===== src/sv/alr_pkg.sv =====
package alr_pkg;

  typedef struct packed {
    logic       cmd;
    logic [7:0] x_start;
    logic [7:0] y_start;
    logic [7:0] x_end;
    logic [7:0] y_end;
    logic [7:0] in_red;
    logic [7:0] in_green;
    logic [7:0] in_blue;
  } in_word_t;

  typedef struct packed {
    logic [7:0] pix_x;
    logic [7:0] pix_y;
    logic [7:0] pix_red;
    logic [7:0] pix_green;
    logic [7:0] pix_blue;
    logic       line_end;
  } out_word_t;

  typedef struct packed {
    logic busy;
    logic done;
  } div_stat_t;

  localparam logic       CMD_START  = 1'b0;
  localparam logic       CMD_ADV    = 1'b1;

  localparam logic [1:0] KIND_VERT  = 2'd0;
  localparam logic [1:0] KIND_HORZ  = 2'd1;
  localparam logic [1:0] KIND_DIAG  = 2'd2;
  localparam logic [1:0] KIND_GEN   = 2'd3;

  localparam logic [7:0] FULL_INTEN = 8'hFF;

  localparam logic       SEL_A      = 1'b0;
  localparam logic       SEL_B      = 1'b1;

endpackage


===== src/sv/alr_in_if.sv =====
interface alr_in_if;
  logic               valid;
  logic               ready;
  alr_pkg::in_word_t  data;

  modport source (output valid, output data, input ready);
  modport sink   (input valid, input data, output ready);
endinterface


===== src/sv/alr_out_if.sv =====
interface alr_out_if;
  logic               valid;
  logic               ready;
  alr_pkg::out_word_t data;

  modport source (output valid, output data, input ready);
  modport sink   (input valid, input data, output ready);
endinterface


===== src/sv/alr_div.sv =====
// restoring divider: quot = num*256/den, num < den
module alr_div (
  input  logic               clk,
  input  logic               rst_n,
  input  logic               start,
  input  logic [7:0]         num,
  input  logic [7:0]         den,
  output alr_pkg::div_stat_t stat,
  output logic [7:0]         quot
);

  logic       busy_r, busy_nxt;
  logic       done_r, done_nxt;
  logic [2:0] cnt_r, cnt_nxt;
  logic [7:0] rem_r, rem_nxt;
  logic [7:0] den_r, den_nxt;
  logic [7:0] quot_r, quot_nxt;
  logic [8:0] rem2;
  logic       ge;

  assign rem2 = {rem_r, 1'b0};
  assign ge   = rem2 >= {1'b0, den_r};

  always_comb begin
    busy_nxt = busy_r;
    done_nxt = 1'b0;
    cnt_nxt  = cnt_r;
    rem_nxt  = rem_r;
    den_nxt  = den_r;
    quot_nxt = quot_r;
    if (start) begin
      busy_nxt = 1'b1;
      cnt_nxt  = 3'd0;
      rem_nxt  = num;
      den_nxt  = den;
    end else if (busy_r) begin
      if (ge) begin
        rem_nxt = 8'(rem2 - {1'b0, den_r});
      end else begin
        rem_nxt = rem2[7:0];
      end
      quot_nxt = {quot_r[6:0], ge};
      cnt_nxt  = 3'(cnt_r + 3'd1);
      if (cnt_r == 3'd7) begin
        busy_nxt = 1'b0;
        done_nxt = 1'b1;
      end
    end
  end

  always_ff @(posedge clk) begin
    if (!rst_n) begin
      busy_r <= 1'b0;
      done_r <= 1'b0;
      cnt_r  <= 3'd0;
    end else begin
      busy_r <= busy_nxt;
      done_r <= done_nxt;
      cnt_r  <= cnt_nxt;
    end
    rem_r  <= rem_nxt;
    den_r  <= den_nxt;
    quot_r <= quot_nxt;
  end

  assign stat.busy = busy_r;
  assign stat.done = done_r;
  assign quot      = quot_r;

endmodule


===== src/sv/alr_scale.sv =====
// q = floor(chan*inten/255), registered
module alr_scale (
  input  logic       clk,
  input  logic [7:0] chan,
  input  logic [7:0] inten,
  output logic [7:0] q
);

  logic [15:0] prod;
  logic [15:0] sum;
  logic [7:0]  q_r;

  assign prod = 16'(chan) * 16'(inten);
  assign sum  = 16'(prod + {8'd0, prod[15:8]} + 16'd1);

  always_ff @(posedge clk) begin
    q_r <= sum[15:8];
  end

  assign q = q_r;

endmodule


===== src/sv/antialiased_line_rasterizer_core.sv =====
// channel  dir  handshake          word
// in_ch    in   valid/ready        cmd, endpoints, colour
// out_ch   out  valid/ready        pixel x/y, scaled colour, line_end
//
// Start word: accepted in S_IDLE, sorted in S_SORT and set up in S_SETUP, then the
// scaler runs in S_SCALE (a general line also waits for the 8-step divider), then
// 2 pixel words, one per cycle while out_ch is ready.
// Advance word: accept, step, pixel list and scaler states, then 1 or 4 pixel
// words. An advance on an idle line is taken and gives nothing.
// in_ch.ready is high only when idle; a stalled out_ch holds the sequencer.
// rst_n is synchronous and clears the sequencer and line state.
module antialiased_line_rasterizer_core (
  input  logic             clk,
  input  logic             rst_n,
  alr_in_if.sink           in_ch,
  alr_out_if.source        out_ch
);

  localparam logic [2:0] S_IDLE  = 3'd0;
  localparam logic [2:0] S_SORT  = 3'd1;
  localparam logic [2:0] S_SETUP = 3'd2;
  localparam logic [2:0] S_STEP  = 3'd3;
  localparam logic [2:0] S_PLIST = 3'd4;
  localparam logic [2:0] S_SCALE = 3'd5;
  localparam logic [2:0] S_EMIT  = 3'd6;

  logic [2:0] state_r, state_nxt;

  alr_pkg::in_word_t item_r, item_nxt;

  // sorted endpoints
  logic [7:0] sx0_r, sx0_nxt, sy0_r, sy0_nxt, sx1_r, sx1_nxt, sy1_r, sy1_nxt;
  logic [7:0] dx_r, dx_nxt, dy_r, dy_nxt;
  logic       neg_r, neg_nxt;

  // line state
  logic [7:0]  near_x_r, near_x_nxt, near_y_r, near_y_nxt;
  logic [7:0]  far_x_r, far_x_nxt, far_y_r, far_y_nxt;
  logic [7:0]  frac_acc_r, frac_acc_nxt, frac_step_r, frac_step_nxt;
  logic        slope_neg_r, slope_neg_nxt, steep_r, steep_nxt;
  logic [1:0]  kind_r, kind_nxt;
  logic [7:0]  run_left_r, run_left_nxt, walk_y_r, walk_y_nxt;
  logic [23:0] color_r, color_nxt;
  logic        busy_r, busy_nxt;

  // pixel list
  logic [7:0] ent_x_r [4];
  logic [7:0] ent_y_r [4];
  logic       ent_sel_r [4];
  logic [7:0] ent_x_nxt [4];
  logic [7:0] ent_y_nxt [4];
  logic       ent_sel_nxt [4];
  logic [1:0] ent_last_r, ent_last_nxt;
  logic       last_flag_r, last_flag_nxt;
  logic [1:0] idx_r, idx_nxt;
  logic [7:0] inten_a_r, inten_a_nxt, inten_b_r, inten_b_nxt;

  // scaled colours, index 0 = intensity A, 1 = intensity B
  logic [7:0] red_r [2];
  logic [7:0] green_r [2];
  logic [7:0] blue_r [2];
  logic [2:0] scnt_r, scnt_nxt;

  // shared units
  logic               div_start;
  logic [7:0]         div_num, div_den, div_quot;
  alr_pkg::div_stat_t div_stat;
  logic [7:0]         sc_chan, sc_inten, sc_q;

  alr_div u_div (
    .clk   (clk),
    .rst_n (rst_n),
    .start (div_start),
    .num   (div_num),
    .den   (div_den),
    .stat  (div_stat),
    .quot  (div_quot)
  );

  alr_scale u_scale (
    .clk   (clk),
    .chan  (sc_chan),
    .inten (sc_inten),
    .q     (sc_q)
  );

  // scaler operand select
  always_comb begin
    sc_inten = (scnt_r < 3'd3) ? inten_a_r : inten_b_r;
    case (scnt_r)
      3'd0, 3'd3: sc_chan = color_r[23:16];
      3'd1, 3'd4: sc_chan = color_r[15:8];
      default:    sc_chan = color_r[7:0];
    endcase
  end

  // set-up and step helpers
  logic       gen_line, steep_new, setup_busy;
  logic [1:0] setup_kind;
  logic [7:0] setup_len, setup_run;
  logic [7:0] acc_sum, nx_step, fx_step;
  logic [7:0] a0, b0, a1, b1;
  logic       da, db;
  logic [7:0] run_dec;

  always_comb begin
    gen_line   = !(dx_r == 8'd0 || dy_r == 8'd0 || dx_r == dy_r);
    steep_new  = dy_r > dx_r;
    setup_kind = (dx_r == 8'd0) ? alr_pkg::KIND_VERT :
                 (dy_r == 8'd0) ? alr_pkg::KIND_HORZ : alr_pkg::KIND_DIAG;
    setup_len  = (dx_r == 8'd0) ? dy_r : dx_r;
    setup_run  = (setup_len >= 8'd2) ? 8'(setup_len - 8'd1) : 8'd0;
    setup_busy = gen_line || (setup_run != 8'd0);
    div_num    = steep_new ? dx_r : dy_r;
    div_den    = steep_new ? dy_r : dx_r;
    acc_sum    = 8'(frac_acc_r + frac_step_r);
    nx_step    = 8'(near_x_r + 8'd1);
    fx_step    = 8'(far_x_r - 8'd1);
    run_dec    = 8'(run_left_r - 8'd1);

    a0 = near_x_r;
    b0 = near_y_r;
    a1 = far_x_r;
    b1 = far_y_r;
    da = 1'b0;
    db = 1'b1;
    if (slope_neg_r && !steep_r) begin
      a0 = far_x_r;
      a1 = near_x_r;
    end else if (steep_r) begin
      a0 = near_y_r;
      a1 = far_y_r;
      b0 = slope_neg_r ? far_x_r : near_x_r;
      b1 = slope_neg_r ? near_x_r : far_x_r;
      da = 1'b1;
      db = 1'b0;
    end
  end

  always_comb begin
    state_nxt     = state_r;
    item_nxt      = item_r;
    sx0_nxt       = sx0_r;
    sy0_nxt       = sy0_r;
    sx1_nxt       = sx1_r;
    sy1_nxt       = sy1_r;
    dx_nxt        = dx_r;
    dy_nxt        = dy_r;
    neg_nxt       = neg_r;
    near_x_nxt    = near_x_r;
    near_y_nxt    = near_y_r;
    far_x_nxt     = far_x_r;
    far_y_nxt     = far_y_r;
    frac_acc_nxt  = frac_acc_r;
    frac_step_nxt = div_stat.done ? div_quot : frac_step_r;
    slope_neg_nxt = slope_neg_r;
    steep_nxt     = steep_r;
    kind_nxt      = kind_r;
    run_left_nxt  = run_left_r;
    walk_y_nxt    = walk_y_r;
    color_nxt     = color_r;
    busy_nxt      = busy_r;
    ent_last_nxt  = ent_last_r;
    last_flag_nxt = last_flag_r;
    idx_nxt       = idx_r;
    inten_a_nxt   = inten_a_r;
    inten_b_nxt   = inten_b_r;
    scnt_nxt      = scnt_r;
    div_start     = 1'b0;
    for (int i = 0; i < 4; i++) begin
      ent_x_nxt[i]   = ent_x_r[i];
      ent_y_nxt[i]   = ent_y_r[i];
      ent_sel_nxt[i] = ent_sel_r[i];
    end

    case (state_r)
      S_IDLE: begin
        if (in_ch.valid) begin
          item_nxt = in_ch.data;
          if (in_ch.data.cmd == alr_pkg::CMD_START) begin
            state_nxt = S_SORT;
          end else if (busy_r) begin
            state_nxt = S_STEP;
          end
        end
      end

      S_SORT: begin
        logic [7:0] y0, y1, x0, x1;
        logic       n;
        n  = item_r.y_start > item_r.y_end;
        y0 = n ? item_r.y_end : item_r.y_start;
        y1 = n ? item_r.y_start : item_r.y_end;
        x0 = item_r.x_start;
        x1 = item_r.x_end;
        if (item_r.x_start > item_r.x_end) begin
          x0 = item_r.x_end;
          x1 = item_r.x_start;
          n  = !n;
        end
        sx0_nxt   = x0;
        sx1_nxt   = x1;
        sy0_nxt   = y0;
        sy1_nxt   = y1;
        dx_nxt    = 8'(x1 - x0);
        dy_nxt    = 8'(y1 - y0);
        neg_nxt   = n;
        color_nxt = {item_r.in_red, item_r.in_green, item_r.in_blue};
        state_nxt = S_SETUP;
      end

      S_SETUP: begin
        slope_neg_nxt = neg_r;
        steep_nxt     = 1'b0;
        busy_nxt      = setup_busy;
        if (gen_line) begin
          kind_nxt     = alr_pkg::KIND_GEN;
          steep_nxt    = steep_new;
          near_x_nxt   = steep_new ? sy0_r : sx0_r;
          near_y_nxt   = steep_new ? sx0_r : sy0_r;
          far_x_nxt    = steep_new ? sy1_r : sx1_r;
          far_y_nxt    = steep_new ? sx1_r : sy1_r;
          frac_acc_nxt = 8'd0;
          div_start    = 1'b1;
        end else begin
          kind_nxt     = setup_kind;
          near_x_nxt   = sx0_r;
          walk_y_nxt   = (setup_kind == alr_pkg::KIND_DIAG && neg_r) ? sy1_r : sy0_r;
          run_left_nxt = setup_run;
        end
        ent_x_nxt[0]   = item_r.x_start;
        ent_y_nxt[0]   = item_r.y_start;
        ent_sel_nxt[0] = alr_pkg::SEL_A;
        ent_x_nxt[1]   = item_r.x_end;
        ent_y_nxt[1]   = item_r.y_end;
        ent_sel_nxt[1] = alr_pkg::SEL_A;
        ent_last_nxt   = 2'd1;
        last_flag_nxt  = !setup_busy;
        inten_a_nxt    = alr_pkg::FULL_INTEN;
        inten_b_nxt    = alr_pkg::FULL_INTEN;
        scnt_nxt       = 3'd0;
        state_nxt      = S_SCALE;
      end

      S_STEP: begin
        if (kind_r == alr_pkg::KIND_GEN) begin
          near_x_nxt   = nx_step;
          far_x_nxt    = fx_step;
          frac_acc_nxt = acc_sum;
          if (frac_acc_r > acc_sum) begin
            near_y_nxt = 8'(near_y_r + 8'd1);
            far_y_nxt  = 8'(far_y_r - 8'd1);
          end
          busy_nxt = nx_step < fx_step;
        end else begin
          case (kind_r)
            alr_pkg::KIND_VERT: walk_y_nxt = 8'(walk_y_r + 8'd1);
            alr_pkg::KIND_HORZ: near_x_nxt = nx_step;
            default: begin
              near_x_nxt = nx_step;
              walk_y_nxt = slope_neg_r ? 8'(walk_y_r - 8'd1) : 8'(walk_y_r + 8'd1);
            end
          endcase
          run_left_nxt = run_dec;
          busy_nxt     = run_dec != 8'd0;
        end
        state_nxt = S_PLIST;
      end

      S_PLIST: begin
        last_flag_nxt = !busy_r;
        scnt_nxt      = 3'd0;
        state_nxt     = S_SCALE;
        if (kind_r == alr_pkg::KIND_GEN) begin
          ent_x_nxt[0]   = a0;
          ent_y_nxt[0]   = b0;
          ent_sel_nxt[0] = alr_pkg::SEL_A;
          ent_x_nxt[1]   = 8'(a0 + {7'd0, da});
          ent_y_nxt[1]   = 8'(b0 + {7'd0, db});
          ent_sel_nxt[1] = alr_pkg::SEL_B;
          ent_x_nxt[2]   = a1;
          ent_y_nxt[2]   = b1;
          ent_sel_nxt[2] = alr_pkg::SEL_A;
          ent_x_nxt[3]   = 8'(a1 - {7'd0, da});
          ent_y_nxt[3]   = 8'(b1 - {7'd0, db});
          ent_sel_nxt[3] = alr_pkg::SEL_B;
          ent_last_nxt   = 2'd3;
          inten_a_nxt    = 8'(alr_pkg::FULL_INTEN - frac_acc_r);
          inten_b_nxt    = frac_acc_r;
        end else begin
          ent_x_nxt[0]   = near_x_r;
          ent_y_nxt[0]   = walk_y_r;
          ent_sel_nxt[0] = alr_pkg::SEL_A;
          ent_last_nxt   = 2'd0;
          inten_a_nxt    = alr_pkg::FULL_INTEN;
          inten_b_nxt    = alr_pkg::FULL_INTEN;
        end
      end

      S_SCALE: begin
        if (scnt_r != 3'd6) begin
          scnt_nxt = 3'(scnt_r + 3'd1);
        end else if (!div_stat.busy) begin
          idx_nxt   = 2'd0;
          state_nxt = S_EMIT;
        end
      end

      S_EMIT: begin
        if (out_ch.ready) begin
          idx_nxt = 2'(idx_r + 2'd1);
          if (idx_r == ent_last_r) begin
            state_nxt = S_IDLE;
          end
        end
      end

      default: state_nxt = S_IDLE;
    endcase
  end

  always_ff @(posedge clk) begin
    if (!rst_n) begin
      state_r     <= S_IDLE;
      near_x_r    <= 8'd0;
      near_y_r    <= 8'd0;
      far_x_r     <= 8'd0;
      far_y_r     <= 8'd0;
      frac_acc_r  <= 8'd0;
      frac_step_r <= 8'd0;
      slope_neg_r <= 1'b0;
      steep_r     <= 1'b0;
      kind_r      <= alr_pkg::KIND_VERT;
      run_left_r  <= 8'd0;
      walk_y_r    <= 8'd0;
      color_r     <= 24'd0;
      busy_r      <= 1'b0;
      idx_r       <= 2'd0;
      scnt_r      <= 3'd0;
    end else begin
      state_r     <= state_nxt;
      near_x_r    <= near_x_nxt;
      near_y_r    <= near_y_nxt;
      far_x_r     <= far_x_nxt;
      far_y_r     <= far_y_nxt;
      frac_acc_r  <= frac_acc_nxt;
      frac_step_r <= frac_step_nxt;
      slope_neg_r <= slope_neg_nxt;
      steep_r     <= steep_nxt;
      kind_r      <= kind_nxt;
      run_left_r  <= run_left_nxt;
      walk_y_r    <= walk_y_nxt;
      color_r     <= color_nxt;
      busy_r      <= busy_nxt;
      idx_r       <= idx_nxt;
      scnt_r      <= scnt_nxt;
    end
    item_r      <= item_nxt;
    sx0_r       <= sx0_nxt;
    sy0_r       <= sy0_nxt;
    sx1_r       <= sx1_nxt;
    sy1_r       <= sy1_nxt;
    dx_r        <= dx_nxt;
    dy_r        <= dy_nxt;
    neg_r       <= neg_nxt;
    ent_last_r  <= ent_last_nxt;
    last_flag_r <= last_flag_nxt;
    inten_a_r   <= inten_a_nxt;
    inten_b_r   <= inten_b_nxt;
    for (int i = 0; i < 4; i++) begin
      ent_x_r[i]   <= ent_x_nxt[i];
      ent_y_r[i]   <= ent_y_nxt[i];
      ent_sel_r[i] <= ent_sel_nxt[i];
    end
  end

  // scaler results land in the cycle after issue
  always_ff @(posedge clk) begin
    if (state_r == S_SCALE) begin
      case (scnt_r)
        3'd1:    red_r[0]   <= sc_q;
        3'd2:    green_r[0] <= sc_q;
        3'd3:    blue_r[0]  <= sc_q;
        3'd4:    red_r[1]   <= sc_q;
        3'd5:    green_r[1] <= sc_q;
        3'd6:    blue_r[1]  <= sc_q;
        default: ;
      endcase
    end
  end

  logic sel;
  assign sel = ent_sel_r[idx_r];

  assign in_ch.ready              = (state_r == S_IDLE);
  assign out_ch.valid             = (state_r == S_EMIT);
  assign out_ch.data.pix_x        = ent_x_r[idx_r];
  assign out_ch.data.pix_y        = ent_y_r[idx_r];
  assign out_ch.data.pix_red      = red_r[sel];
  assign out_ch.data.pix_green    = green_r[sel];
  assign out_ch.data.pix_blue     = blue_r[sel];
  assign out_ch.data.line_end     = last_flag_r && (idx_r == ent_last_r);

  // no word taken while pixels are pending
  a_ready_excl: assert property (@(posedge clk) disable iff (!rst_n)
    !(in_ch.ready && out_ch.valid))
    else $error("input ready while output word pending");

  // quotient settled before any pixel goes out
  a_div_done: assert property (@(posedge clk) disable iff (!rst_n)
    out_ch.valid |-> !div_stat.busy)
    else $error("divider still busy during emit");

  // advance on an idle line produces nothing
  a_idle_adv: assert property (@(posedge clk) disable iff (!rst_n)
    (in_ch.valid && in_ch.ready && in_ch.data.cmd == alr_pkg::CMD_ADV && !busy_r)
      |=> in_ch.ready)
    else $error("advance on idle line left idle state");

  // line end only once the line has no pixels left
  a_end_idle: assert property (@(posedge clk) disable iff (!rst_n)
    (out_ch.valid && out_ch.data.line_end) |-> !busy_r)
    else $error("line end flagged on an active line");

endmodule


===== src/flat_wrapper.sv =====
// flat-port wrapper written by rule: the top's interface ports become plain ports
module antialiased_line_rasterizer_core_flat 
  (clk, rst_n, in_ch_valid, in_ch_data, in_ch_ready, out_ch_valid, out_ch_data, out_ch_ready);
  alr_in_if in_ch_i ();
  alr_out_if out_ch_i ();
  input  logic clk;
  input  logic rst_n;
  input wire logic [$bits(in_ch_i.valid)-1:0] in_ch_valid;
  input wire logic [$bits(in_ch_i.data)-1:0] in_ch_data;
  output wire logic [$bits(in_ch_i.ready)-1:0] in_ch_ready;
  output wire logic [$bits(out_ch_i.valid)-1:0] out_ch_valid;
  output wire logic [$bits(out_ch_i.data)-1:0] out_ch_data;
  input wire logic [$bits(out_ch_i.ready)-1:0] out_ch_ready;
  assign in_ch_i.valid = in_ch_valid;
  assign in_ch_i.data = in_ch_data;
  assign in_ch_ready = in_ch_i.ready;
  assign out_ch_valid = out_ch_i.valid;
  assign out_ch_data = out_ch_i.data;
  assign out_ch_i.ready = out_ch_ready;
  antialiased_line_rasterizer_core u_core (.clk(clk), .rst_n(rst_n), .in_ch(in_ch_i), .out_ch(out_ch_i));
endmodule

===== config.mk =====
export PLATFORM = sky130hd
export DESIGN_NAME = antialiased_line_rasterizer_core_flat
export DESIGN_NICKNAME = d
export VERILOG_FILES = /design/src/sv/alr_pkg.sv /design/src/sv/alr_in_if.sv /design/src/sv/alr_out_if.sv /design/src/sv/alr_div.sv /design/src/sv/alr_scale.sv /design/src/sv/antialiased_line_rasterizer_core.sv /design/src/flat_wrapper.sv
export SDC_FILE = /design/constraint.sdc
export NUM_CORES = 1
export LEC_CHECK = 0
export ABC_AREA = 1
export BUFFER_PORTS_ARGS = -buffer_cell sky130_fd_sc_hd__buf_2
export CAP_MARGIN = 15
export CORE_MARGIN = 5
export CORE_UTILIZATION = 40
export DETAILED_ROUTE_END_ITERATION = 10
export PLACE_DENSITY = 0.52
export SLEW_MARGIN = 20
export SYNTH_ARGS = -nofsm -noshare
export SYNTH_HDL_FRONTEND = slang
export SYNTH_SLANG_ARGS = --single-unit

===== constraint.sdc =====
create_clock -name clk -period 14.15 [get_ports clk]
set_input_delay 1.415 -clock clk [delete_from_list [all_inputs] [get_ports clk]]
set_output_delay 1.415 -clock clk [all_outputs]
set_load 0.02 [all_outputs]

---- Yosys cells after proc, flatten, opt, wreduce, memory -nomap -nowiden ----
Memory sizes are Yosys's and may differ from the RTL's. A register that Yosys moved wholly into a read port is not among the register bits.
Cells that the tools add are included.
word-level totals
  logic and storage cells ................. 300
  output and inout bits ................... 43
  memories ................................ 6
  register bits ........................... 262
  bits in writable memories ............... 116
operators by class
  muxes and demuxes ....................... 138
  equal/unequal tests ..................... 38
  $lt $le $gt $ge ......................... 8
  bitwise operators ....................... 3
  $add $sub $neg .......................... 22
  reductions and logical operators ........ 43
  $mul .................................... 1
memory list
  name              words  bits a word  rd ports  clocked after memory_dff  write ports  RTL line                                source
  u_core.ent_x_r    4      8            1         1                         4            antialiased_line_rasterizer_core.sv:47  logic [7:0] ent_x_r [4];
  u_core.ent_y_r    4      8            1         1                         4            antialiased_line_rasterizer_core.sv:48  logic [7:0] ent_y_r [4];
  u_core.blue_r     2      8            1         0                         1            antialiased_line_rasterizer_core.sv:61  logic [7:0] blue_r [2];
  u_core.green_r    2      8            1         0                         1            antialiased_line_rasterizer_core.sv:60  logic [7:0] green_r [2];
  u_core.red_r      2      8            1         0                         1            antialiased_line_rasterizer_core.sv:59  logic [7:0] red_r [2];
  u_core.ent_sel_r  4      1            1         1                         4            antialiased_line_rasterizer_core.sv:49  logic ent_sel_r [4];
operators with widths
  operator                                          number
  2-to-1 mux 8 bit                                  54
  one-hot mux 8 bit (2 select lines)                11
  one-hot mux 16 bit (2 select lines)               2
  2-to-1 mux 24 bit                                 2
  subtractor 8 x 1 -> 8 bit, second input constant  5
  2-to-1 mux 1 bit                                  37
  > comparator 8 bit                                4
  2-to-1 mux 16 bit                                 2
  2-to-1 mux 2 bit                                  14
  2-to-1 mux 3 bit                                  9
  adder 8 x 1 -> 8 bit, second input constant       3
  OR reduction 8 bit                                3
  subtractor 8 bit                                  3
  == test 3 bit, second input constant              7
  != test 2 bit, second input constant              10
  one-hot mux 3 bit (6 select lines)                1
  adder 16 x 1 -> 16 bit, second input constant     1
  adder 16 x 8 -> 16 bit                            1
  adder 8 x 1 -> 8 bit                              2
  logical NOT 8 bit                                 2
  multiplier 8 x 8 -> 16 bit                        1
  nonzero test 8 bit                                2
  subtractor 8 x 1 -> 8 bit                         2
  == test 3 x 2 -> 1 bit, second input constant     4
  33 further kinds                                  71

---- Logic depth before layout (Yosys ltp) ----
Gate-level depths: netlist of the first run.
  word-level depth ........................ 8
  depth in mapped cells ................... 37
  depth with buffers taken out ............ 37

---- By module ----
Synthesis of the first run repeated with hierarchy kept, for this count alone.
unflattened totals
  cell total of the unflattened synthesis .. 2756
  area total of the unflattened synthesis .. 22913.2 sq um
modules (own cells, without submodules)
  module                            area an instance (sq um)  times used  cells each
  antialiased_line_rasterizer_core  18081.1                   1           2071
  alr_scale                         3160.5                    1           513
  alr_div                           1671.6                    1           172

---- Worst setup path after synthesis of the first run ----
Ideal clock, no wire load.
  path kind ............................... register to register
  from .................................... register u_core.scnt_r[1]
  to ...................................... register u_core.u_scale.q_r[0] (netlist: u_core.u_scale.q[0])
  stages on the path, launching flop included .. 34
  clock period less this slack ............ 6.080 ns
  path slack .............................. 8.070 ns
  arrival ................................. 5.960 ns
  setup time .............................. 0.120 ns
  path buffers ............................ 0
  cells stage by stage .................... dfxtp_1 -> inv_1 -> ha_1 -> inv_1 -> o21ai_0 -> inv_1 -> o221ai_1 -> o21ai_1 -> or2_2 -> fa_1 -> fa_1 -> inv_1 -> fa_1 -> inv_1 -> fa_1 -> inv_1 -> ha_1 -> nand2_1 -> nor2_1 -> nand2_1 -> nand2_1 -> nand2_1 -> nand2_1 -> or2_2 -> nand2_1 -> inv_1 -> ha_1 -> a21oi_1 -> inv_1 -> o21ai_0 -> nor2_1 -> nand2_1 -> nand2_2 -> xnor2_1
between the ends
  cells in the longest elaborated chain, start to end .. 6
  elaborated cells between the ends (all ways) .. 12
ends and longest elaborated chain
  element                                         RTL line                                 source
  start, declared                                 antialiased_line_rasterizer_core.sv:62   logic [2:0] scnt_r, scnt_nxt;
  start signal, assigned                          antialiased_line_rasterizer_core.sv:356  scnt_r <= scnt_nxt;
  == test 3 x 1 -> 1 bit (tied with other cells)  antialiased_line_rasterizer_core.sv:90   case (scnt_r)
  OR reduction 2 bit                              antialiased_line_rasterizer_core.sv:90
  one-hot mux 8 bit (2 select lines)              antialiased_line_rasterizer_core.sv:90
  multiplier 8 x 8 -> 16 bit (*)                  alr_scale.sv:13                          assign prod = 16'(chan) * 16'(inten);
  adder 16 x 8 -> 16 bit (*)                      alr_scale.sv:14                          assign sum = 16'(prod + {8'd0, prod[15:8]} + 16'd1);
  adder 16 x 1 -> 16 bit (*)                      alr_scale.sv:14
  named net u_core.u_scale.sum[8]                 alr_scale.sv:10                          logic [15:0] sum;
  end signal, assigned                            alr_scale.sv:17                          q_r <= sum[15:8];
  end, declared                                   alr_scale.sv:11                          logic [7:0] q_r;
The timed path passes the listed nets; every way through them passes the cells marked *.
A chain may end at the register's enable or synchronous reset.

---- Final worst setup path of the first run ----
  from .................................... register u_core.scnt_r[0]
  to ...................................... register u_core.u_scale.q_r[2] (netlist: u_core.u_scale.q[2])
Same word-level chain as after synthesis.

==> results of run 1 <==
## worst max path at each step
stage          cells past startpoint                   to  slack [ns]
2_1_floorplan                     33  u_core.u_scale.q[0]        8.07
3_3_place_gp                      30  u_core.u_scale.q[2]        7.33
3_5_place_dp                      30  u_core.u_scale.q[2]        7.18
4_1_cts                           30  u_core.u_scale.q[2]        7.19
5_1_grt                           30  u_core.u_scale.q[5]        6.61
6_report                          30  u_core.u_scale.q[2]        7.19
## placed cells by master, fill, tap and decap left out, drive strengths merged, types with 5 or more instances in the layout
cell      n
a221oi    7
nor3     23
mux2     28
o211ai   22
o21bai    5
nand3   116
nand2   478
o22ai    27
o21ai   275
inv     379
xnor2    19
o221ai   21
buf     123
nand3b    9
a21oi   162
nor2    303
edfxtp  261
dfxtp   117
clkinv   22
or2      15
fa       38
xor2     49
clkbuf   59
nand4    25
bufinv    5
ha      124
## metrics by stage
step | cell area (um^2) | util (%) | setup WS [ns] | instances
floorplan | 22400 | - | 8.07 | 2607
global placement | 23600 | 42.7 | 7.33 | 3395
detailed placement | 23600 | 42.7 | 7.18 | 3395
CTS | 25200 | 45.5 | 7.19 | 3483
global route | 25200 | 45.6 | 6.61 | 3483
finish | 25200 | 45.6 | 7.19 | 3483
## layer usage
metal | vias to the layer above | track usage [%] | routed length (um)
met5 | - | 0 | 0
met4 | 0 | 8.37 | 2520
met3 | 111 | 2.98 | 2960
met2 | 412 | 37.3 | 32300
met1 | 8508 | 27.7 | 28500
li1 | 8911 | - | -
## critical path: cells and delay by family, from the launching register on
| family | cells | cell delay, ns |
|---|---|---|
| buffers and inverters | 6 | 0.59 |
| adder cells (fa/ha/maj) | 6 | 2.74 |
| multiplexers | 1 | 0.42 |
| AND/OR/NAND/NOR | 13 | 1.38 |
| AO/OA/AOI/OAI | 4 | 1.28 |
| flip-flops | 1 | 0.42 |
## kinds of logic after synthesis
| group | after synthesis | synth area share (%) |
|---|---|---|
| AO/OA/AOI/OAI | 535 | 13.5 |
| XOR/XNOR | 68 | 2.73 |
| adder cells (fa/ha/maj) | 162 | 10.3 |
| buffers and inverters | 461 | 8.14 |
| flip-flops | 378 | 45.5 |
| multiplexers | 30 | 1.50 |
| AND/OR/NAND/NOR | 973 | 18.3 |
## cell type report
cell class	count	share of cell area (%)
Timing Repair Buffer	123	2.64
Clock buffer	59	5.05
Clock inverter	29	1.22
Sequential cell	378	40.4
Inverter	378	5.65
Tap cell	748	3.71
Multi-Input combinational cell	1768	41.3
## flip-flops by register name (all words and copies together) (netlist names), 16 cells and up, named ones only
register / count
u_core.ent_y_r: 32
u_core.ent_x_r: 32
u_core.green_r: 16
u_core.blue_r: 16
u_core.red_r: 16
u_core.color_r: 24
u_core.item_r: 56
==> impl_results.html, run 1 <==
<table>
<tr><th>Metric</th><th>Value</th></tr>
<tr><th colspan="2">Worst setup path</th></tr>
<tr><td>Crit path from</td><td>u_core.scnt_r[0]</td></tr>
<tr><td>Classification of the worst setup path</td><td>flop to flop</td></tr>
<tr><td>Required time of the critical path</td><td>14.63 ns</td></tr>
<tr><td>Setup slack of the most critical reg-to-reg path</td><td>7.19 ns</td></tr>
<tr><td>Cell occurring most often along the worst timing path</td><td>nand2_1</td></tr>
<tr><td>Reg2reg start</td><td>u_core.scnt_r[0]</td></tr>
<tr><td>Crit-path slowest cell</td><td>o21ai_1</td></tr>
<tr><td>Data arrival time of the worst path</td><td>7.43 ns</td></tr>
<tr><td>Critical path peak fanout</td><td>11</td></tr>
<tr><td>Worst-case reg-to-reg path depth</td><td>30</td></tr>
<tr><td>Destination of the worst register-to-register timing path</td><td>u_core.u_scale.q[2]</td></tr>
<tr><td>Startpoint types</td><td>flop</td></tr>
<tr><td>Largest incremental delay on the critical path</td><td>0.72 ns</td></tr>
<tr><td>Type of destination of the critical path</td><td>flop</td></tr>
<tr><th colspan="2">Layout</th></tr>
<tr><td>Area Growth Syn to Fin</td><td>12.6%</td></tr>
<tr><td>Count of antenna diodes in the layout</td><td>0</td></tr>
<tr><td>Flip-flop and latch area</td><td>10200 um^2</td></tr>
<tr><td>Area taken by multi-input logic gates</td><td>10400 um^2</td></tr>
<tr><td>Fraction of layout cells with a size suffix above 1</td><td>11.1%</td></tr>
<tr><td>Filler Cells Inserted</td><td>5474</td></tr>
<tr><td>Net count, final</td><td>2919</td></tr>
<tr><th colspan="2">Synthesis</th></tr>
<tr><td>Synthesized flop and latch total</td><td>378</td></tr>
<tr><td>Leading cell type by number of instances after synthesis</td><td>nand2_1</td></tr>
<tr><td>Fraction of the yosys area taken by sequential cells</td><td>45.5%</td></tr>
<tr><td>Cell count after synthesis</td><td>2607</td></tr>
<tr><td>Syn_nets</td><td>2830</td></tr>
<tr><td>Primary FF master, synth</td><td>edfxtp_1</td></tr>
<tr><td>Average size of a mapped cell</td><td>8.58 um^2</td></tr>
<tr><td>Cell variety after synth</td><td>58</td></tr>
<tr><td>Async S/R FF share, synth</td><td>0%</td></tr>
<tr><td>Yosys warning count</td><td>0</td></tr>
<tr><td>Area share of the leading cell type in the synthesized netlist</td><td>35.0%</td></tr>
<tr><td>Commonest cells in the synthesized netlist</td><td>465 x nand2_1, 362 x inv_1, 294 x nor2_1</td></tr>
<tr><td>Count of flip-flops with a built-in enable after synthesis</td><td>261</td></tr>
<tr><td>Largest cells by area after synthesis</td><td>edfxtp_1 35%, dfxtp_1 10%, nand2_1 7.8%, ha_1 6.9%, inv_1 6.1%</td></tr>
<tr><td>Netlist area before placement</td><td>22400 um^2</td></tr>
<tr><td>Cell accounting for the most synthesized area</td><td>edfxtp_1</td></tr>
<tr><th colspan="2">Clocking</th></tr>
<tr><td>Post-CTS Hold Buffers</td><td>0</td></tr>
<tr><td>Total CTS buffers</td><td>47</td></tr>
<tr><td>Level count of the clock H-tree</td><td>2</td></tr>
<tr><td>CTS sink cnt</td><td>378</td></tr>
<tr><td>Clock transition at path regs</td><td>0.06 ns</td></tr>
<tr><td>CTS Root Buffer Type</td><td>clkbuf_16</td></tr>
<tr><td>TritonCTS clock tree</td><td>yes</td></tr>
<tr><td>Buffer depth of the longest clock path</td><td>3</td></tr>
<tr><td>Post_cts resized</td><td>0</td></tr>
<tr><td>Source-to-sink clock delay at the later pin of the worst-skew pair</td><td>0.60 ns</td></tr>
<tr><td>Number of post-CTS setup repair buffers</td><td>0</td></tr>
<tr><th colspan="2">Timing</th></tr>
<tr><td>Count of final hold-check violations</td><td>0</td></tr>
<tr><td>Transition at the pin with the smallest max-transition slack</td><td>1.02 ns</td></tr>
<tr><td>Clock tree skew after final layout</td><td>0.0296 ns</td></tr>
<tr><td>Setup-failing EPs final</td><td>0</td></tr>
<tr><td>Ratio of final minimum period to clock period</td><td>49.2%</td></tr>
<tr><td>Setup TNS after final layout</td><td>0 ns</td></tr>
<tr><td>Number of pins with negative max-slew slack in the final report</td><td>0</td></tr>
<tr><td>Worst hold slack</td><td>0.453 ns</td></tr>
<tr><td>Tightest slew margin relative to the limit</td><td>31.8%</td></tr>
<tr><td>Max Clk Rate</td><td>144 MHz</td></tr>
<tr><td>Clock period minus final worst setup slack</td><td>6.96 ns</td></tr>
<tr><td>Unrepaired setup endpoints after global routing</td><td>no</td></tr>
<tr><th colspan="2">Detailed routing</th></tr>
<tr><td>Final routed wirelength across all metal layers</td><td>66300 um</td></tr>
<tr><td>Vias after detailed routing</td><td>17900</td></tr>
<tr><td>Initial detailed-routing violation count</td><td>1269</td></tr>
<tr><td>Post-DR vias/cell</td><td>5.15</td></tr>
<tr><td>Length of the first detailed-routing pass in iterations</td><td>6</td></tr>
<tr><td>Final routed DRC violation total</td><td>0</td></tr>
<tr><td>DR WL/cell</td><td>19.0 um</td></tr>
<tr><td>Count of antenna-violating nets left after detailed routing</td><td>0</td></tr>
<tr><th colspan="2">Min path</th></tr>
<tr><td>Hold endpoint</td><td>u_core.u_div.quot[7]</td></tr>
<tr><td>Classification of the worst-slack hold path</td><td>flop to flop</td></tr>
<tr><td>Worst Min Path Start</td><td>u_core.u_div.quot[6]</td></tr>
<tr><td>Number of cells on the worst hold path</td><td>0</td></tr>
<tr><th colspan="2">Die</th></tr>
<tr><td>Number of top-level pins</td><td>104</td></tr>
<tr><td>Die area</td><td>60800 um^2</td></tr>
<tr><td>Initial standard-cell utilization of the core</td><td>40.5%</td></tr>
<tr><td>Core area</td><td>55300 um^2</td></tr>
<tr><td>Chip height</td><td>247 um</td></tr>
<tr><td>Die span in x</td><td>247 um</td></tr>
<tr><td>Number of placement rows</td><td>86</td></tr>
<tr><th colspan="2">Global routing</th></tr>
<tr><td>Global-route wire length before repair</td><td>103000 um</td></tr>
<tr><td>GRT Util Overall</td><td>21.7%</td></tr>
<tr><td>Pin count of the biggest net entering global routing</td><td>70</td></tr>
<tr><td>Final global-route overflow total</td><td>0</td></tr>
<tr><td>Antenna violations before repair</td><td>0</td></tr>
<tr><td>Number of global-route vias before repair</td><td>17700</td></tr>
<tr><th colspan="2">Flow run</th></tr>
<tr><td>Total of max-cap violations</td><td>0</td></tr>
<tr><th colspan="2">Placement</th></tr>
<tr><td>Routability congestion estimate from global placement</td><td>0.901</td></tr>
<tr><td>Count of buffers inserted at the top-level ports</td><td>103</td></tr>
<tr><td>Final HPWL DP</td><td>50400 um</td></tr>
<tr><th colspan="2">Run status</th></tr>
<tr><td>Outcome</td><td>finished, final reports clean</td></tr>
</table>
Power of run 1 is left out: the tool's default activity adds up to more than one toggle a clock period on the data nets, which glitch-free logic cannot reach.
==> inputs of run 2 (changes only) <==
- PLACE_DENSITY: 0.52 -> 0.54
- clock period: 14.15 -> 6 ns (I/O delays scaled with it)
==> run 2 against run 1 <==
  * The flow now finishes with violations (setup timing)
  * Sequential share of layout area down 1.9 points
  * Register-to-register slack worse by 7.2 ns
  * Fmax up 15%
  * Via count up 4.1%
  * First-iteration DRC count up 11%
  * Global-route usage up 0.22 points
  * Die area unchanged
  * Worst setup slack worse by 7.2 ns
  * Largest cell class unchanged
  * Highest routed layer is now met5
==> impl_results.html, run 2 (synthesis results as in run 1) <==
<table>
<tr><th>Metric</th><th>Value</th></tr>
<tr><th colspan="2">Run status</th></tr>
<tr><td>Outcome</td><td>finished, violations left</td></tr>
<tr><td>Violations in the final reports</td><td>setup timing</td></tr>
<tr><th colspan="2">Worst setup path</th></tr>
<tr><td>Critical path peak fanout</td><td>7 (-4)</td></tr>
<tr><td>Required time of the critical path</td><td>6.45 ns (-8.18 ns)</td></tr>
<tr><td>Crit-path slowest cell</td><td>fa_1</td></tr>
<tr><td>Cell occurring most often along the worst timing path</td><td>buf_4</td></tr>
<tr><td>Setup slack of the most critical reg-to-reg path</td><td>-0.04 ns (-7.23 ns)</td></tr>
<tr><td>Largest incremental delay on the critical path</td><td>0.54 ns (-0.18 ns)</td></tr>
<tr><td>Classification of the worst setup path</td><td>flop to flop</td></tr>
<tr><td>Startpoint types</td><td>flop</td></tr>
<tr><td>Type of destination of the critical path</td><td>flop</td></tr>
<tr><td>Data arrival time of the worst path</td><td>6.50 ns (-0.93 ns)</td></tr>
<tr><th colspan="2">Detailed routing</th></tr>
<tr><td>Post-DR vias/cell</td><td>5.21 (+1.1%)</td></tr>
<tr><td>Length of the first detailed-routing pass in iterations</td><td>6 (unchanged)</td></tr>
<tr><td>Initial detailed-routing violation count</td><td>1412 (+11%)</td></tr>
<tr><td>Vias after detailed routing</td><td>18700 (+4.1%)</td></tr>
<tr><td>Count of antenna-violating nets left after detailed routing</td><td>0 (unchanged)</td></tr>
<tr><td>Final routed DRC violation total</td><td>0 (unchanged)</td></tr>
<tr><td>DR WL/cell</td><td>18.8 um (-0.97%)</td></tr>
<tr><td>Final routed wirelength across all metal layers</td><td>67600 um (+2.0%)</td></tr>
<tr><th colspan="2">Die</th></tr>
<tr><td>Core area</td><td>55300 um^2 (unchanged)</td></tr>
<tr><td>Initial standard-cell utilization of the core</td><td>40.5% (unchanged)</td></tr>
<tr><td>Die area</td><td>60800 um^2 (unchanged)</td></tr>
<tr><td>Die span in x</td><td>247 um (unchanged)</td></tr>
<tr><td>Chip height</td><td>247 um (unchanged)</td></tr>
<tr><td>Number of placement rows</td><td>86 (unchanged)</td></tr>
<tr><td>Number of top-level pins</td><td>104 (unchanged)</td></tr>
<tr><th colspan="2">Layout</th></tr>
<tr><td>Fraction of layout cells with a size suffix above 1</td><td>17.3% (+6.2 points)</td></tr>
<tr><td>Count of antenna diodes in the layout</td><td>0 (unchanged)</td></tr>
<tr><td>Largest reg by FF count</td><td>u_core.item_r</td></tr>
<tr><td>Flip-flop count of the largest register, all copies and words added</td><td>56 (unchanged)</td></tr>
<tr><td>Final std cells w/o fill</td><td>3586 (+3.0%)</td></tr>
<tr><td>Top library cells by usage in the layout, fill and taps aside</td><td>456 x nand2_1, 343 x inv_1, 277 x nor2_1, 261 x edfxtp_1, 225 x o21ai_0</td></tr>
<tr><td>Net count, final</td><td>3027 (+3.7%)</td></tr>
<tr><td>Regs by FF count</td><td>u_core.item_r: 56 flops, u_core.ent_x_r: 32 flops, u_core.ent_y_r: 32 flops</td></tr>
<tr><td>Area Growth Syn to Fin</td><td>18.1%</td></tr>
<tr><td>Most common cell after layout, fill and taps aside</td><td>nand2_1</td></tr>
<tr><th colspan="2">Clocking</th></tr>
<tr><td>CTS Root Buffer Type</td><td>clkbuf_16</td></tr>
<tr><td>CTS sink cnt</td><td>378 (unchanged)</td></tr>
<tr><td>Buffer depth of the longest clock path</td><td>3 (unchanged)</td></tr>
<tr><td>Total CTS buffers</td><td>43 (-8.5%)</td></tr>
<tr><td>TritonCTS clock tree</td><td>yes</td></tr>
<tr><td>Source-to-sink clock delay at the later pin of the worst-skew pair</td><td>0.58 ns (-0.02 ns)</td></tr>
<tr><td>Clock transition at path regs</td><td>0.06 ns (about the same)</td></tr>
<tr><td>Level count of the clock H-tree</td><td>2 (unchanged)</td></tr>
<tr><td>Post-CTS Hold Buffers</td><td>0 (unchanged)</td></tr>
<tr><th colspan="2">Flow run</th></tr>
<tr><td>Total of max-cap violations</td><td>0 (unchanged)</td></tr>
<tr><th colspan="2">Timing</th></tr>
<tr><td>Clock tree skew after final layout</td><td>0.0194 ns (-0.0102 ns)</td></tr>
<tr><td>Max Clk Rate</td><td>166 MHz (+15%)</td></tr>
<tr><td>Number of pins with negative max-slew slack in the final report</td><td>0 (unchanged)</td></tr>
<tr><td>Minimum setup slack in the final design</td><td>-0.0415 ns (-7.23 ns)</td></tr>
<tr><td>Tightest slew margin relative to the limit</td><td>33.0% (+1.2 points)</td></tr>
<tr><td>Ratio of final minimum period to clock period</td><td>101% (+52 points)</td></tr>
<tr><td>Count of final hold-check violations</td><td>0 (unchanged)</td></tr>
<tr><td>Transition at the pin with the smallest max-transition slack</td><td>1.00 ns (-0.0184 ns)</td></tr>
<tr><td>Clock period minus final worst setup slack</td><td>6.04 ns (-0.918 ns)</td></tr>
<tr><td>Unrepaired setup endpoints after global routing</td><td>yes</td></tr>
<tr><td>Setup-failing EPs final</td><td>2 (+2)</td></tr>
<tr><th colspan="2">Placement</th></tr>
<tr><td>Routability congestion estimate from global placement</td><td>0.932 (+3.5%)</td></tr>
<tr><td>Count of buffers inserted at the top-level ports</td><td>103 (unchanged)</td></tr>
<tr><td>Place WS</td><td>-0.418 ns (-7.60 ns)</td></tr>
<tr><td>Final HPWL DP</td><td>50200 um (-0.31%)</td></tr>
<tr><td>DP Cell Count</td><td>3472 (+2.3%)</td></tr>
<tr><th colspan="2">Global routing</th></tr>
<tr><td>Number of global-route vias before repair</td><td>18400 (+3.9%)</td></tr>
<tr><td>Antenna violations before repair</td><td>1 (+1)</td></tr>
<tr><td>Final global-route overflow total</td><td>0 (unchanged)</td></tr>
<tr><td>GRT Util Overall</td><td>21.9% (+0.22 points)</td></tr>
<tr><td>Global-route wire length before repair</td><td>104000 um (+1.7%)</td></tr>
<tr><td>Pin count of the biggest net entering global routing</td><td>61 (-13%)</td></tr>
<tr><th colspan="2">Min path</th></tr>
<tr><td>Classification of the worst-slack hold path</td><td>input pin to flop</td></tr>
</table>
==> run 2: cell types whose count changed in the layout (fill, tap and decap cells not counted), moves of 11 or more <==
cell / change
ha_1: -12
inv_2: +11
ha_4: +12
buf_4: +107
nor2_1: -13
inv_1: -19
==> run 2: per-layer routing <==
metal	GRT usage, %	part of all wire (%)
met2	38.4	49
met1	27.6	42
met3	2.59	4.7
met4	8.62	4.1
met5	0	0.019
==> run 2: cell type report <==
class	instances	area (um^2)
multi-input cells	1769	10900
fillers	5368	28900
well taps	748	936
flip-flops and latches	378	10200
inverters	378	1450
repair buffers	234	1510
clock buffers	58	1200
clock inverters	21	287
==> run 2: what timing repair did <==
action | 4_1_cts | 5_1_grt
pin swaps | 41 | 44
buffers inserted | 29 | 6
setup endpoints to repair | 8 | 8
resized for setup | 75 | 50
hold endpoints to repair | 0 | 0
gates cloned | 0 | 1
==> run 2: final timing paths <==
kind	startpoint	end	cells after the start
max	u_core.scnt_r[1]	u_core.u_scale.q[7]	36
min	in_ch_data[26]	u_core.item_r[26]	1
max reg2reg	u_core.scnt_r[1]	u_core.u_scale.q[7]	36
min reg2reg	u_core.ent_sel_r[3]	u_core.ent_sel_r[3]	2
==> run 2: worst max-delay path: cells and delay by family (launching register included) <==
family / cells / cell delay [ns]
buffers and inverters: 14 / 1.36
xor gates and xnor gates: 1 / 0.27
AOI/OAI and AO/OA: 5 / 0.58
adders and majority gates: 7 / 2.59
DFF: 1 / 0.37
and+or+nand+nor: 9 / 0.77
==> run 2: stage by stage <==
stage	util, %	instance area [um^2]	hold WS [ns]	TNS (ns)
2_1_floorplan	-	22400	0.400	0
3_3_place_gp	43.8	24200	0.419	-2.23
3_5_place_dp	43.8	24200	0.421	-3.16
4_1_cts	47.4	26200	0.167	0
5_1_grt	47.8	26400	0.188	-2.38
6_report	47.8	26400	0.194	-0.0553
Power of run 2 is left out for the same reason.
